==> src/hdl/lmlt_pkg.sv <==
// ----------------------------------------------------------------------------
// lmlt_pkg
// Shared types and timing constants for the display mode and line timer.
// ----------------------------------------------------------------------------
`timescale 1ns / 1ps
`default_nettype none

package lmlt_pkg;

    // Display modes as reported on the result channel.
    localparam logic [1:0] MODE_HBLANK = 2'd0;
    localparam logic [1:0] MODE_VBLANK = 2'd1;
    localparam logic [1:0] MODE_OAM    = 2'd2;
    localparam logic [1:0] MODE_DRAW   = 2'd3;

    // Configuration register indexes.
    localparam int unsigned CFG_INDEX_W = 3;
    localparam int unsigned CFG_DATA_W  = 8;
    localparam logic [CFG_INDEX_W-1:0] REG_LCD_ENABLE         = 3'd0;
    localparam logic [CFG_INDEX_W-1:0] REG_LINE_COMPARE       = 3'd1;
    localparam logic [CFG_INDEX_W-1:0] REG_HBLANK_IRQ_EN      = 3'd2;
    localparam logic [CFG_INDEX_W-1:0] REG_VBLANK_STAT_IRQ_EN = 3'd3;
    localparam logic [CFG_INDEX_W-1:0] REG_OAM_IRQ_EN         = 3'd4;
    localparam logic [CFG_INDEX_W-1:0] REG_MATCH_IRQ_EN       = 3'd5;

    // Line timing, in clocks of the line clock.
    localparam logic [9:0] LINE_CLOCKS = 10'd456;
    localparam logic [9:0] OAM_END     = 10'd92;
    localparam logic [9:0] DRAW_END    = 10'd252;
    localparam logic [9:0] LINE_PIXELS = 10'd160;

    // Frame timing, in lines.
    localparam logic [7:0] LINES_TOTAL = 8'd154;
    localparam logic [7:0] VBLANK_LINE = 8'd144;
    localparam logic [7:0] LAST_LINE   = 8'd153;

    typedef struct packed {
        logic       lcd_enable;
        logic [7:0] line_compare;
        logic       hblank_irq_en;
        logic       vblank_stat_irq_en;
        logic       oam_irq_en;
        logic       match_irq_en;
    } lmlt_cfg_t;

    typedef struct packed {
        logic [9:0] line_clock;
        logic [1:0] mode;
        logic [7:0] line;
        logic [7:0] draw_x;
        logic       match;
    } lmlt_state_t;

    typedef struct packed {
        logic stat_irq;
        logic vblank_irq;
        logic frame_done;
    } lmlt_flags_t;

endpackage : lmlt_pkg

`default_nettype wire

==> src/hdl/lmlt_cfg_regs.sv <==
// ----------------------------------------------------------------------------
// lmlt_cfg_regs
// Configuration register file: write-only, one register per defined index.
// ----------------------------------------------------------------------------
`timescale 1ns / 1ps
`default_nettype none

module lmlt_cfg_regs (
    input  wire logic                              aclk,
    input  wire logic                              aresetn,
    input  wire logic                              cfg_we,
    input  wire logic [lmlt_pkg::CFG_INDEX_W-1:0] cfg_index,
    input  wire logic [lmlt_pkg::CFG_DATA_W-1:0]  cfg_wdata,
    output lmlt_pkg::lmlt_cfg_t                    cfg
);
    import lmlt_pkg::*;

    lmlt_cfg_t cfg_reg;
    lmlt_cfg_t cfg_next;

    always_comb begin
        cfg_next = cfg_reg;
        if (cfg_we) begin
            unique case (cfg_index)
                REG_LCD_ENABLE:         cfg_next.lcd_enable         = cfg_wdata[0];
                REG_LINE_COMPARE:       cfg_next.line_compare       = cfg_wdata[7:0];
                REG_HBLANK_IRQ_EN:      cfg_next.hblank_irq_en      = cfg_wdata[0];
                REG_VBLANK_STAT_IRQ_EN: cfg_next.vblank_stat_irq_en = cfg_wdata[0];
                REG_OAM_IRQ_EN:         cfg_next.oam_irq_en         = cfg_wdata[0];
                REG_MATCH_IRQ_EN:       cfg_next.match_irq_en       = cfg_wdata[0];
                default:                cfg_next = cfg_reg;
            endcase
        end
    end

    always_ff @(posedge aclk) begin
        if (!aresetn) begin
            cfg_reg.lcd_enable         <= 1'b1;
            cfg_reg.line_compare       <= 8'd0;
            cfg_reg.hblank_irq_en      <= 1'b0;
            cfg_reg.vblank_stat_irq_en <= 1'b0;
            cfg_reg.oam_irq_en         <= 1'b0;
            cfg_reg.match_irq_en       <= 1'b0;
        end else begin
            cfg_reg <= cfg_next;
        end
    end

    assign cfg = cfg_reg;

endmodule : lmlt_cfg_regs

`default_nettype wire

==> src/hdl/lmlt_step.sv <==
// ----------------------------------------------------------------------------
// lmlt_step
// Next-state logic: advances the line clock by one timing update and makes
// at most one mode change.
// ----------------------------------------------------------------------------
`timescale 1ns / 1ps
`default_nettype none

module lmlt_step (
    input  wire lmlt_pkg::lmlt_cfg_t   cfg,
    input  wire lmlt_pkg::lmlt_state_t st,
    input  wire logic [5:0]            clocks,
    output lmlt_pkg::lmlt_state_t      st_next,
    output lmlt_pkg::lmlt_flags_t      flags
);
    import lmlt_pkg::*;

    logic [9:0] clk_sum;
    logic [9:0] target;
    logic [7:0] capped;
    logic [7:0] line_inc;
    logic [7:0] new_line;
    logic       hit;

    always_comb begin
        clk_sum  = st.line_clock + {4'd0, clocks};
        target   = clk_sum - (OAM_END - 10'd1);
        capped   = (target > LINE_PIXELS) ? LINE_PIXELS[7:0] : target[7:0];
        line_inc = st.line + 8'd1;
        new_line = (line_inc == LINES_TOTAL) ? 8'd0 : line_inc;
        // A compare value of zero stands for the last line of the frame.
        hit      = (cfg.line_compare != 8'd0) ? (new_line == cfg.line_compare)
                                              : (new_line == LAST_LINE);

        st_next = st;
        flags   = '0;

        if (cfg.lcd_enable) begin
            st_next.line_clock = clk_sum;
            case (st.mode)
                MODE_OAM: begin
                    st_next.draw_x = 8'd0;
                    if (clk_sum >= OAM_END) begin
                        st_next.mode = MODE_DRAW;
                    end
                end
                MODE_DRAW: begin
                    if (clk_sum >= OAM_END && capped > st.draw_x) begin
                        st_next.draw_x = capped;
                    end
                    if (clk_sum >= DRAW_END) begin
                        st_next.mode   = MODE_HBLANK;
                        flags.stat_irq = cfg.hblank_irq_en;
                    end
                end
                default: begin
                    if (clk_sum >= LINE_CLOCKS) begin
                        st_next.line_clock = clk_sum - LINE_CLOCKS;
                        st_next.line       = new_line;
                        flags.frame_done   = (line_inc == LINES_TOTAL);
                        if (new_line == VBLANK_LINE) begin
                            st_next.mode     = MODE_VBLANK;
                            flags.vblank_irq = 1'b1;
                            flags.stat_irq   = cfg.vblank_stat_irq_en | cfg.oam_irq_en;
                        end else if (new_line < VBLANK_LINE) begin
                            st_next.mode   = MODE_OAM;
                            flags.stat_irq = cfg.oam_irq_en;
                        end
                        // Only a newly set match raises the interrupt.
                        if (hit) begin
                            st_next.match = 1'b1;
                            if (!st.match && cfg.match_irq_en) begin
                                flags.stat_irq = 1'b1;
                            end
                        end else begin
                            st_next.match = 1'b0;
                        end
                    end
                end
            endcase
        end
    end

endmodule : lmlt_step

`default_nettype wire

==> src/hdl/lcd_mode_line_timer.sv <==
// ----------------------------------------------------------------------------
// lcd_mode_line_timer
// Line and mode timing of a display controller with interrupt generation.
// ----------------------------------------------------------------------------
// Each input transaction carries the number of clocks elapsed since the last
// one; each produces exactly one result transaction with the mode, line, draw
// position, match flag and the interrupts raised by that update. The block
// takes one transaction per clock while the result side does not stall: a
// transaction is held in an input register, then the timing state and the
// result register are updated from it once the result register is free or
// being read. The combinational state update is what sets this rate.
// Configuration is write-only and should change only while no transaction is
// in flight.
`timescale 1ns / 1ps
`default_nettype none

module lcd_mode_line_timer (
    input  wire logic                              aclk,
    input  wire logic                              aresetn,
    input  wire logic                              cfg_we,
    input  wire logic [lmlt_pkg::CFG_INDEX_W-1:0] cfg_index,
    input  wire logic [lmlt_pkg::CFG_DATA_W-1:0]  cfg_wdata,
    input  wire logic                              s_valid,
    output      logic                              s_ready,
    input  wire logic [5:0]                        s_clocks,
    output      logic                              m_valid,
    input  wire logic                              m_ready,
    output      logic [1:0]                        m_mode,
    output      logic [7:0]                        m_line,
    output      logic [7:0]                        m_pixels_drawn,
    output      logic                              m_match_flag,
    output      logic                              m_stat_irq,
    output      logic                              m_vblank_irq,
    output      logic                              m_frame_done
);
    import lmlt_pkg::*;

    lmlt_cfg_t   cfg;
    lmlt_state_t state_reg;
    lmlt_state_t state_next;
    lmlt_flags_t flags;

    logic        in_valid_reg;
    logic [5:0]  clocks_reg;
    logic        out_valid_reg;
    lmlt_flags_t flags_reg;
    logic        advance;

    lmlt_cfg_regs u_cfg (
        .aclk      (aclk),
        .aresetn   (aresetn),
        .cfg_we    (cfg_we),
        .cfg_index (cfg_index),
        .cfg_wdata (cfg_wdata),
        .cfg       (cfg)
    );

    lmlt_step u_step (
        .cfg     (cfg),
        .st      (state_reg),
        .clocks  (clocks_reg),
        .st_next (state_next),
        .flags   (flags)
    );

    // The held transaction moves on whenever the result register is free.
    assign advance = in_valid_reg && (!out_valid_reg || m_ready);
    assign s_ready = !in_valid_reg || advance;

    always_ff @(posedge aclk) begin
        if (!aresetn) begin
            in_valid_reg          <= 1'b0;
            out_valid_reg         <= 1'b0;
            state_reg.line_clock  <= 10'd0;
            state_reg.mode        <= MODE_OAM;
            state_reg.line        <= 8'd0;
            state_reg.draw_x      <= 8'd0;
            state_reg.match       <= 1'b0;
        end else begin
            if (s_valid && s_ready) begin
                in_valid_reg <= 1'b1;
            end else if (advance) begin
                in_valid_reg <= 1'b0;
            end
            if (advance) begin
                out_valid_reg <= 1'b1;
                state_reg     <= state_next;
            end else if (m_ready) begin
                out_valid_reg <= 1'b0;
            end
        end
    end

    always_ff @(posedge aclk) begin
        if (s_valid && s_ready) begin
            clocks_reg <= s_clocks;
        end
        if (advance) begin
            flags_reg <= flags;
        end
    end

    assign m_valid        = out_valid_reg;
    assign m_mode         = state_reg.mode;
    assign m_line         = state_reg.line;
    assign m_pixels_drawn = state_reg.draw_x;
    assign m_match_flag   = state_reg.match;
    assign m_stat_irq     = flags_reg.stat_irq;
    assign m_vblank_irq   = flags_reg.vblank_irq;
    assign m_frame_done   = flags_reg.frame_done;

    // The draw position is capped at one line of pixels.
    a_draw_cap : assert property (@(posedge aclk) disable iff (!aresetn)
        state_reg.draw_x <= LINE_PIXELS[7:0])
        else $error("draw position beyond line width");

    // A wrapped frame always lands on the first line.
    a_frame_wrap : assert property (@(posedge aclk) disable iff (!aresetn)
        m_valid && m_frame_done |-> m_line == 8'd0)
        else $error("frame wrap without line zero");

    // The v-blank interrupt comes only with entry into v-blank on its first line.
    a_vblank_entry : assert property (@(posedge aclk) disable iff (!aresetn)
        m_valid && m_vblank_irq |-> m_mode == MODE_VBLANK && m_line == VBLANK_LINE)
        else $error("v-blank interrupt outside v-blank entry");

    // With the display off, a processed transaction leaves the timing untouched.
    a_frozen : assert property (@(posedge aclk) disable iff (!aresetn)
        advance && !cfg.lcd_enable |=> $stable(state_reg) && flags_reg == '0)
        else $error("timing changed while display disabled");

endmodule : lcd_mode_line_timer

`default_nettype wire

==> config.mk <==
export PLATFORM = sky130hd
export DESIGN_NAME = lcd_mode_line_timer
export DESIGN_NICKNAME = d
export VERILOG_FILES = /design/src/hdl/lmlt_pkg.sv /design/src/hdl/lmlt_cfg_regs.sv /design/src/hdl/lmlt_step.sv /design/src/hdl/lcd_mode_line_timer.sv
export SDC_FILE = /design/constraint.sdc
export NUM_CORES = 1
export LEC_CHECK = 0
export BUFFER_PORTS_ARGS = -buffer_cell sky130_fd_sc_hd__buf_2
export CAP_MARGIN = 20
export CORE_ASPECT_RATIO = 0.8
export CORE_MARGIN = 1
export CORE_UTILIZATION = 60
export DETAILED_ROUTE_END_ITERATION = 7
export HOLD_SLACK_MARGIN = 0.12
export PLACE_DENSITY = 0.82
export SLEW_MARGIN = 20
export SYNTH_ARGS = -nofsm -noshare
export SYNTH_HDL_FRONTEND = slang
export SYNTH_SLANG_ARGS = --single-unit
==> constraint.sdc <==
create_clock -name aclk -period 8.41 [get_ports aclk]
set_input_delay 1.682 -clock aclk [delete_from_list [all_inputs] [get_ports aclk]]
set_output_delay 1.682 -clock aclk [all_outputs]
set_load 0.02 [all_outputs]
After elaboration in Yosys (flattened, before gate mapping)
Index checks and enable logic that the tools add are counted.
{"block": "word_totals", "regBits": 53, "ram_bits": 0, "in_bits": 22, "elab_cells": 98, "latchBits": 0, "rom_bits": 0, "output_inout_bits": 24, "n_memories": 0}
{"block": "classes", "n_bitwise": 4, "shift": 0, "n_mux": 25, "n_mul": 0, "order_cmp": 6, "add_sub_neg": 4, "n_reduce_logical": 28, "div_mod_pow": 0, "eq_ne": 14}
{"op": "equality test 8 bit (second input constant)", "count": 3}
{"op": "2-to-1 mux 8 bit", "count": 3}
{"op": "2-to-1 mux 20 bit", "count": 1}
{"op": "case mux 8 bit (2 select lines)", "count": 1}
{"op": "AND reduction 2 bit", "count": 7}
{"op": "2-to-1 mux 1 bit", "count": 12}
{"op": "adder 10 x 6 -> 10 bit", "count": 1}
{"op": ">= comparator 10 x 7 -> 1 bit (second input constant)", "count": 1}
{"op": ">= comparator 10 x 8 -> 1 bit (second input constant)", "count": 1}
{"op": ">= comparator 10 x 9 -> 1 bit (second input constant)", "count": 1}
{"op": "greater-than comparator 10 x 8 -> 1 bit (second input constant)", "count": 1}
{"op": "2-to-1 mux 10 bit", "count": 1}
{"op": "subtractor 10 x 7 -> 10 bit (second input constant)", "count": 1}
{"op": "subtractor 10 x 9 -> 10 bit (second input constant)", "count": 1}
{"op": "adder 8 x 1 -> 8 bit (second input constant)", "count": 1}
{"op": "equality test 8 bit", "count": 1}
{"op": "greater-than comparator 8 bit", "count": 1}
{"op": "less-than comparator 8 bit (second input constant)", "count": 1}
{"op": "2-to-1 mux 2 bit", "count": 4}
{"op": "AND reduction 4 bit", "count": 2}
{"op": "nonzero test 8 bit", "count": 1}
{"op": "equality test 3 x 2 -> 1 bit (second input constant)", "count": 2}
{"op": "equality test 3 bit (second input constant)", "count": 2}
{"op": "inequality test 2 x 1 -> 1 bit (second input constant)", "count": 3}
{"op": "other kinds (17)", "count": 28}

Longest topological paths before layout
{"block": "depth", "depth_word": 10, "mapped_depth": 24, "depth_no_buf": 22}

Cells and area by module
A second synthesis with hierarchy kept.
{"block": "hier_totals", "hier_cells": 576, "area_unflattened_um2": 4669.5}
{"mod": "lmlt_step", "area_per_inst_um2": 2452.4, "cells_per_inst": 356, "n_inst": 1}
{"mod": "lcd_mode_line_timer", "area_per_inst_um2": 1655.3, "cells_per_inst": 163, "n_inst": 1}
{"mod": "lmlt_cfg_regs", "area_per_inst_um2": 561.8, "cells_per_inst": 57, "n_inst": 1}

Least setup slack after synthesis
No wires, ideal clock.
{"block": "synth_timing", "path_type": "register to register", "from": "reg state_reg[19] (netlist name)", "to": "reg state_reg (netlist bit m_pixels_drawn[0])", "slack_ns": 3.770, "period_less_slack_ns": 4.640, "arrival_time_ns": 4.523, "stages_incl_launch_ff": 25, "t_required_ns": 8.293, "setup_ns": 0.117, "n_path_buf": 2, "cell_sequence": "dfxtp_1 ha_1 inv_1 fa_1 nand2b_2 a21oi_2 xor2_2 ha_1 and2_4 buf_6 or3_4 nor4_2 a311oi_1 nor3_2 buf_6 and2_1 ha_1 nor2b_1 o21ai_0 nand2b_1 a21oi_1 o21ai_0 o2111ai_1 o221a_2 a32o_1"}
{"block": "synth_via", "elab_chain_cells": 8}
{"item": "from (decl)", "line": "lcd_mode_line_timer.sv:39", "source": "lmlt_state_t state_reg;"}
{"item": "from (signal assigned)", "line": "lcd_mode_line_timer.sv:87", "source": "state_reg <= state_next;"}
{"item": "adder 10 x 6 -> 10 bit (*)", "line": "lmlt_step.sv:26", "source": "clk_sum = st.line_clock + {4'd0, clocks};"}
{"item": "subtractor 10 x 7 -> 10 bit", "line": "lmlt_step.sv:27", "source": "target = clk_sum - (OAM_END - 10'd1);"}
{"item": "greater-than comparator 10 x 8 -> 1 bit", "line": "lmlt_step.sv:28", "source": "capped = (target > LINE_PIXELS) ? LINE_PIXELS[7:0] : target[7:0];"}
{"item": "2-to-1 mux 8 bit", "line": "lmlt_step.sv:28"}
{"item": "greater-than comparator 8 bit", "line": "lmlt_step.sv:48", "source": "if (clk_sum >= OAM_END && capped > st.draw_x) begin"}
{"item": "logical AND 1 bit", "line": "lmlt_step.sv:48"}
{"item": "inequality test 2 x 1 -> 1 bit (no line)"}
{"item": "AND reduction 4 bit (no line)"}
Mark *: on every way between the ends. The rest lies on a longest branch, timed or not. The select of a mux whose other input is x is not followed.
A chain may end at the register's enable or synchronous reset.

Final worst setup path
{"block": "layout_timing", "from": "reg state_reg[19] (netlist name)", "to": "reg state_reg (netlist bit m_pixels_drawn[3])"}
Same word-level chain as after synthesis.

==> impl_metrics.env <==
export IMPL_fin_skew_ns=0.00824
export IMPL_synth_top_area_frac=0.224
export IMPL_critPathLaunchType="register"
export IMPL_start_util=0.642
export IMPL_std_cell_rows=25
export IMPL_gr_usage_met1=0.391
export IMPL_dr_pass1_iters=5
export IMPL_antenna_found_initial=0
export IMPL_grt_pass1_wl_mm=14.6
export IMPL_num_vias=3402
export IMPL_finalCritPeriodShare=0.611
export IMPL_powerDensity_nw_per_um2=154
export IMPL_rsz0062_at_grt="false"
export IMPL_wire_per_inst_um=15.9
export IMPL_grt_max_degree=30
export IMPL_clock_path_buffers=2
export IMPL_placed_area_um2=4040
export IMPL_fin_util=0.674
export IMPL_synth_cell_type_count=88
export IMPL_synthTopCellsByArea="dfxtp_1 (22%), edfxtp_1 (6.9%), ha_1 (6.7%)"
export IMPL_p_seq_frac=0.443
export IMPL_swShare=0.361
export IMPL_outcome="complete, no violations"
export IMPL_diodes=0
export IMPL_p_comb_frac=0.319
export IMPL_end_kind="register"
export IMPL_synth_cells=455
export IMPL_grt_met3_usage=0.0511
export IMPL_synth_edf_count=9
export IMPL_crit_type="register to register"
export IMPL_die_h_um=74.4
export IMPL_synth_seq_cells=53
export IMPL_power_frac_clock=0.238
export IMPL_die_w_um=92.5
export IMPL_clkSlewWorstSetupHoldPaths_ns=0.10
export IMPL_coreArea_um2=6130
export IMPL_yosysTopAreaCell="dfxtp_1"
export IMPL_synth_area_um2=3940
export IMPL_power_internal_mw=0.407
export IMPL_cts_made_buffers=5
export IMPL_track_usage=0.269
export IMPL_synth_ff_type="dfxtp_1"
export IMPL_pin_count=46
export IMPL_portBuffers=45
export IMPL_drive_gt1_frac=0.172
export IMPL_switchingPower_mw=0.230
export IMPL_setup_tns_final_ns=0
export IMPL_finalSetupViolCount=0
export IMPL_busiest_layer="met2"
export IMPL_grt_overflow_total=0
export IMPL_cts_tree="built"
export IMPL_drt_iter0_markers=357
export IMPL_cts_sinks=53
export IMPL_hold_path_class="register to register"
export IMPL_max_freq_mhz=195
export IMPL_fin_area_um2=4130
export IMPL_dieArea_um2=6890
export IMPL_ys_seq_area_frac=0.293
export IMPL_leakage_nw=1.62
export IMPL_avgViaCountPerCell=6.16
export IMPL_yosysMostFrequentCell="nor2_1"
export IMPL_drv_slew=0
export IMPL_ys_warnings_count=0
export IMPL_grt_use_met2=0.409
export IMPL_gp_congestion=0.937
export IMPL_cp_max_fo=11
export IMPL_synth_common_cells="nor2_1 (51), dfxtp_1 (44), nand2_1 (27)"
export IMPL_ant_nets=0
export IMPL_grt_pass1_vias=3014
export IMPL_syn_area_per_cell_um2=8.65
export IMPL_worstMarginPinSlew_ns=0.964
export IMPL_irDropWorstVdd_uv=101
export IMPL_routed_wl_mm=8.78
export IMPL_synth_nets=499
export IMPL_largest_reg_flops=13
export IMPL_cap_violations=0
export IMPL_area_growth_pct=5.06
export IMPL_fin_hold_ws_ns=0.470
export IMPL_nets=514
export IMPL_cts_root_buf="clkbuf_8"
export IMPL_postCtsHoldBufs=0
export IMPL_max_slew_margin_rel=0.357
export IMPL_synthArstFlopShare=0
export IMPL_clk_latency_ns=0.31
export IMPL_hold_viol=0
export IMPL_arrival_ns=5.39
export IMPL_crit_required_ns=8.67
export IMPL_cts_setup_buffers=0
export IMPL_cts_max_level=2
export IMPL_fin_crit_ns=5.14
export IMPL_dp_hpwl_mm=6.59
export IMPL_drc=0
export IMPL_cts_resized=0
worst max-delay path, cell delays in order, from the launching register on:
cell and delay [ns]:
dfxtp_1 0.34, ha_1 0.23, inv_1 0.07, fa_1 0.45, nand2b_2 0.24, a21oi_2 0.17
xor2_2 0.45, ha_1 0.23, and2_4 0.18, or3_4 0.13, nor4_2 0.03, a311oi_1 0.50
nor3_2 0.22, and2_1 0.21, ha_1 0.28, nor2b_1 0.12, o21ai_0 0.07, nand2b_1 0.07
a21oi_1 0.06, o21ai_0 0.14, o2111ai_1 0.17, nor3_2 0.45, a32o_1 0.24
worst paths after layout:
| check | startpoint | end | slack (ns) | depth (start not counted) |
|---|---|---|---|---|
| setup / recovery | state_reg[19] | m_pixels_drawn[3] | 3.27 | 22 |
| hold / removal | state_reg[19] | state_reg[19] | 0.47 | 2 |
| setup reg to reg | state_reg[19] | m_pixels_drawn[3] | 3.27 | 22 |
| hold reg to reg | state_reg[19] | state_reg[19] | 0.47 | 2 |
routing by layer:
metal | wire length, µm | vias up
met4 | 89 | 0
met5 | 0 | -
met3 | 714 | 15
met1 | 4200 | 1566
li1 | - | 1657
met2 | 3780 | 164
area by class of cell:
| class | count | area (µm²) |
|---|---|---|
| flip-flops and latches | 53 | 1150 |
| repair buffers | 45 | 225 |
| clock inverters | 3 | 23.8 |
| multi-input cells | 343 | 2480 |
| inverters | 22 | 82.6 |
| fillers | 521 | 2000 |
| well taps | 81 | 101 |
| clock buffers | 5 | 68.8 |
power by group through the flow:
stage,clock (mW),combinational [mW],sequential [mW]
after global routing,0.165,0.222,0.284
after global placement,0,0.193,0.287
after floorplan,0,0.166,0.281
after CTS,0.155,0.200,0.281
final,0.152,0.203,0.282
after detailed placement,0,0.199,0.287
stage by stage:
step,power (mW),setup slack (ns),std cells
floorplan,0.447,3.77,455
detailed placement,0.486,3.32,544
finish,0.637,3.27,552
global route,0.670,2.77,552
global placement,0.479,3.61,544
CTS,0.635,3.28,552
cells in the final DEF (no fill, tap or decap), drive strengths merged, types with 6 or more instances in the layout:
| cell | instances |
|---|---|
| edfxtp | 9 |
| inv | 24 |
| and2 | 11 |
| nand2b | 11 |
| nor2 | 51 |
| ha | 21 |
| xnor2 | 15 |
| mux2i | 16 |
| nand2 | 27 |
| and3 | 6 |
| a32o | 6 |
| nand3 | 15 |
| a21oi | 26 |
| dfxtp | 44 |
| o21ai | 22 |
| xor2 | 15 |
| buf | 45 |
cell families after synthesis:
logic type / count (synthesis) / share of synthesized area
adder cells (fa/ha/maj): 22 / 0.0719
buffers and inverters: 59 / 0.0785
XOR/XNOR: 31 / 0.0801
flip-flops: 53 / 0.293
multiplexers: 17 / 0.0436
AO/OA/AOI/OAI: 113 / 0.216
AND/OR/NAND/NOR: 160 / 0.217
No activity file was read; power rests on OpenSTA's default activity.
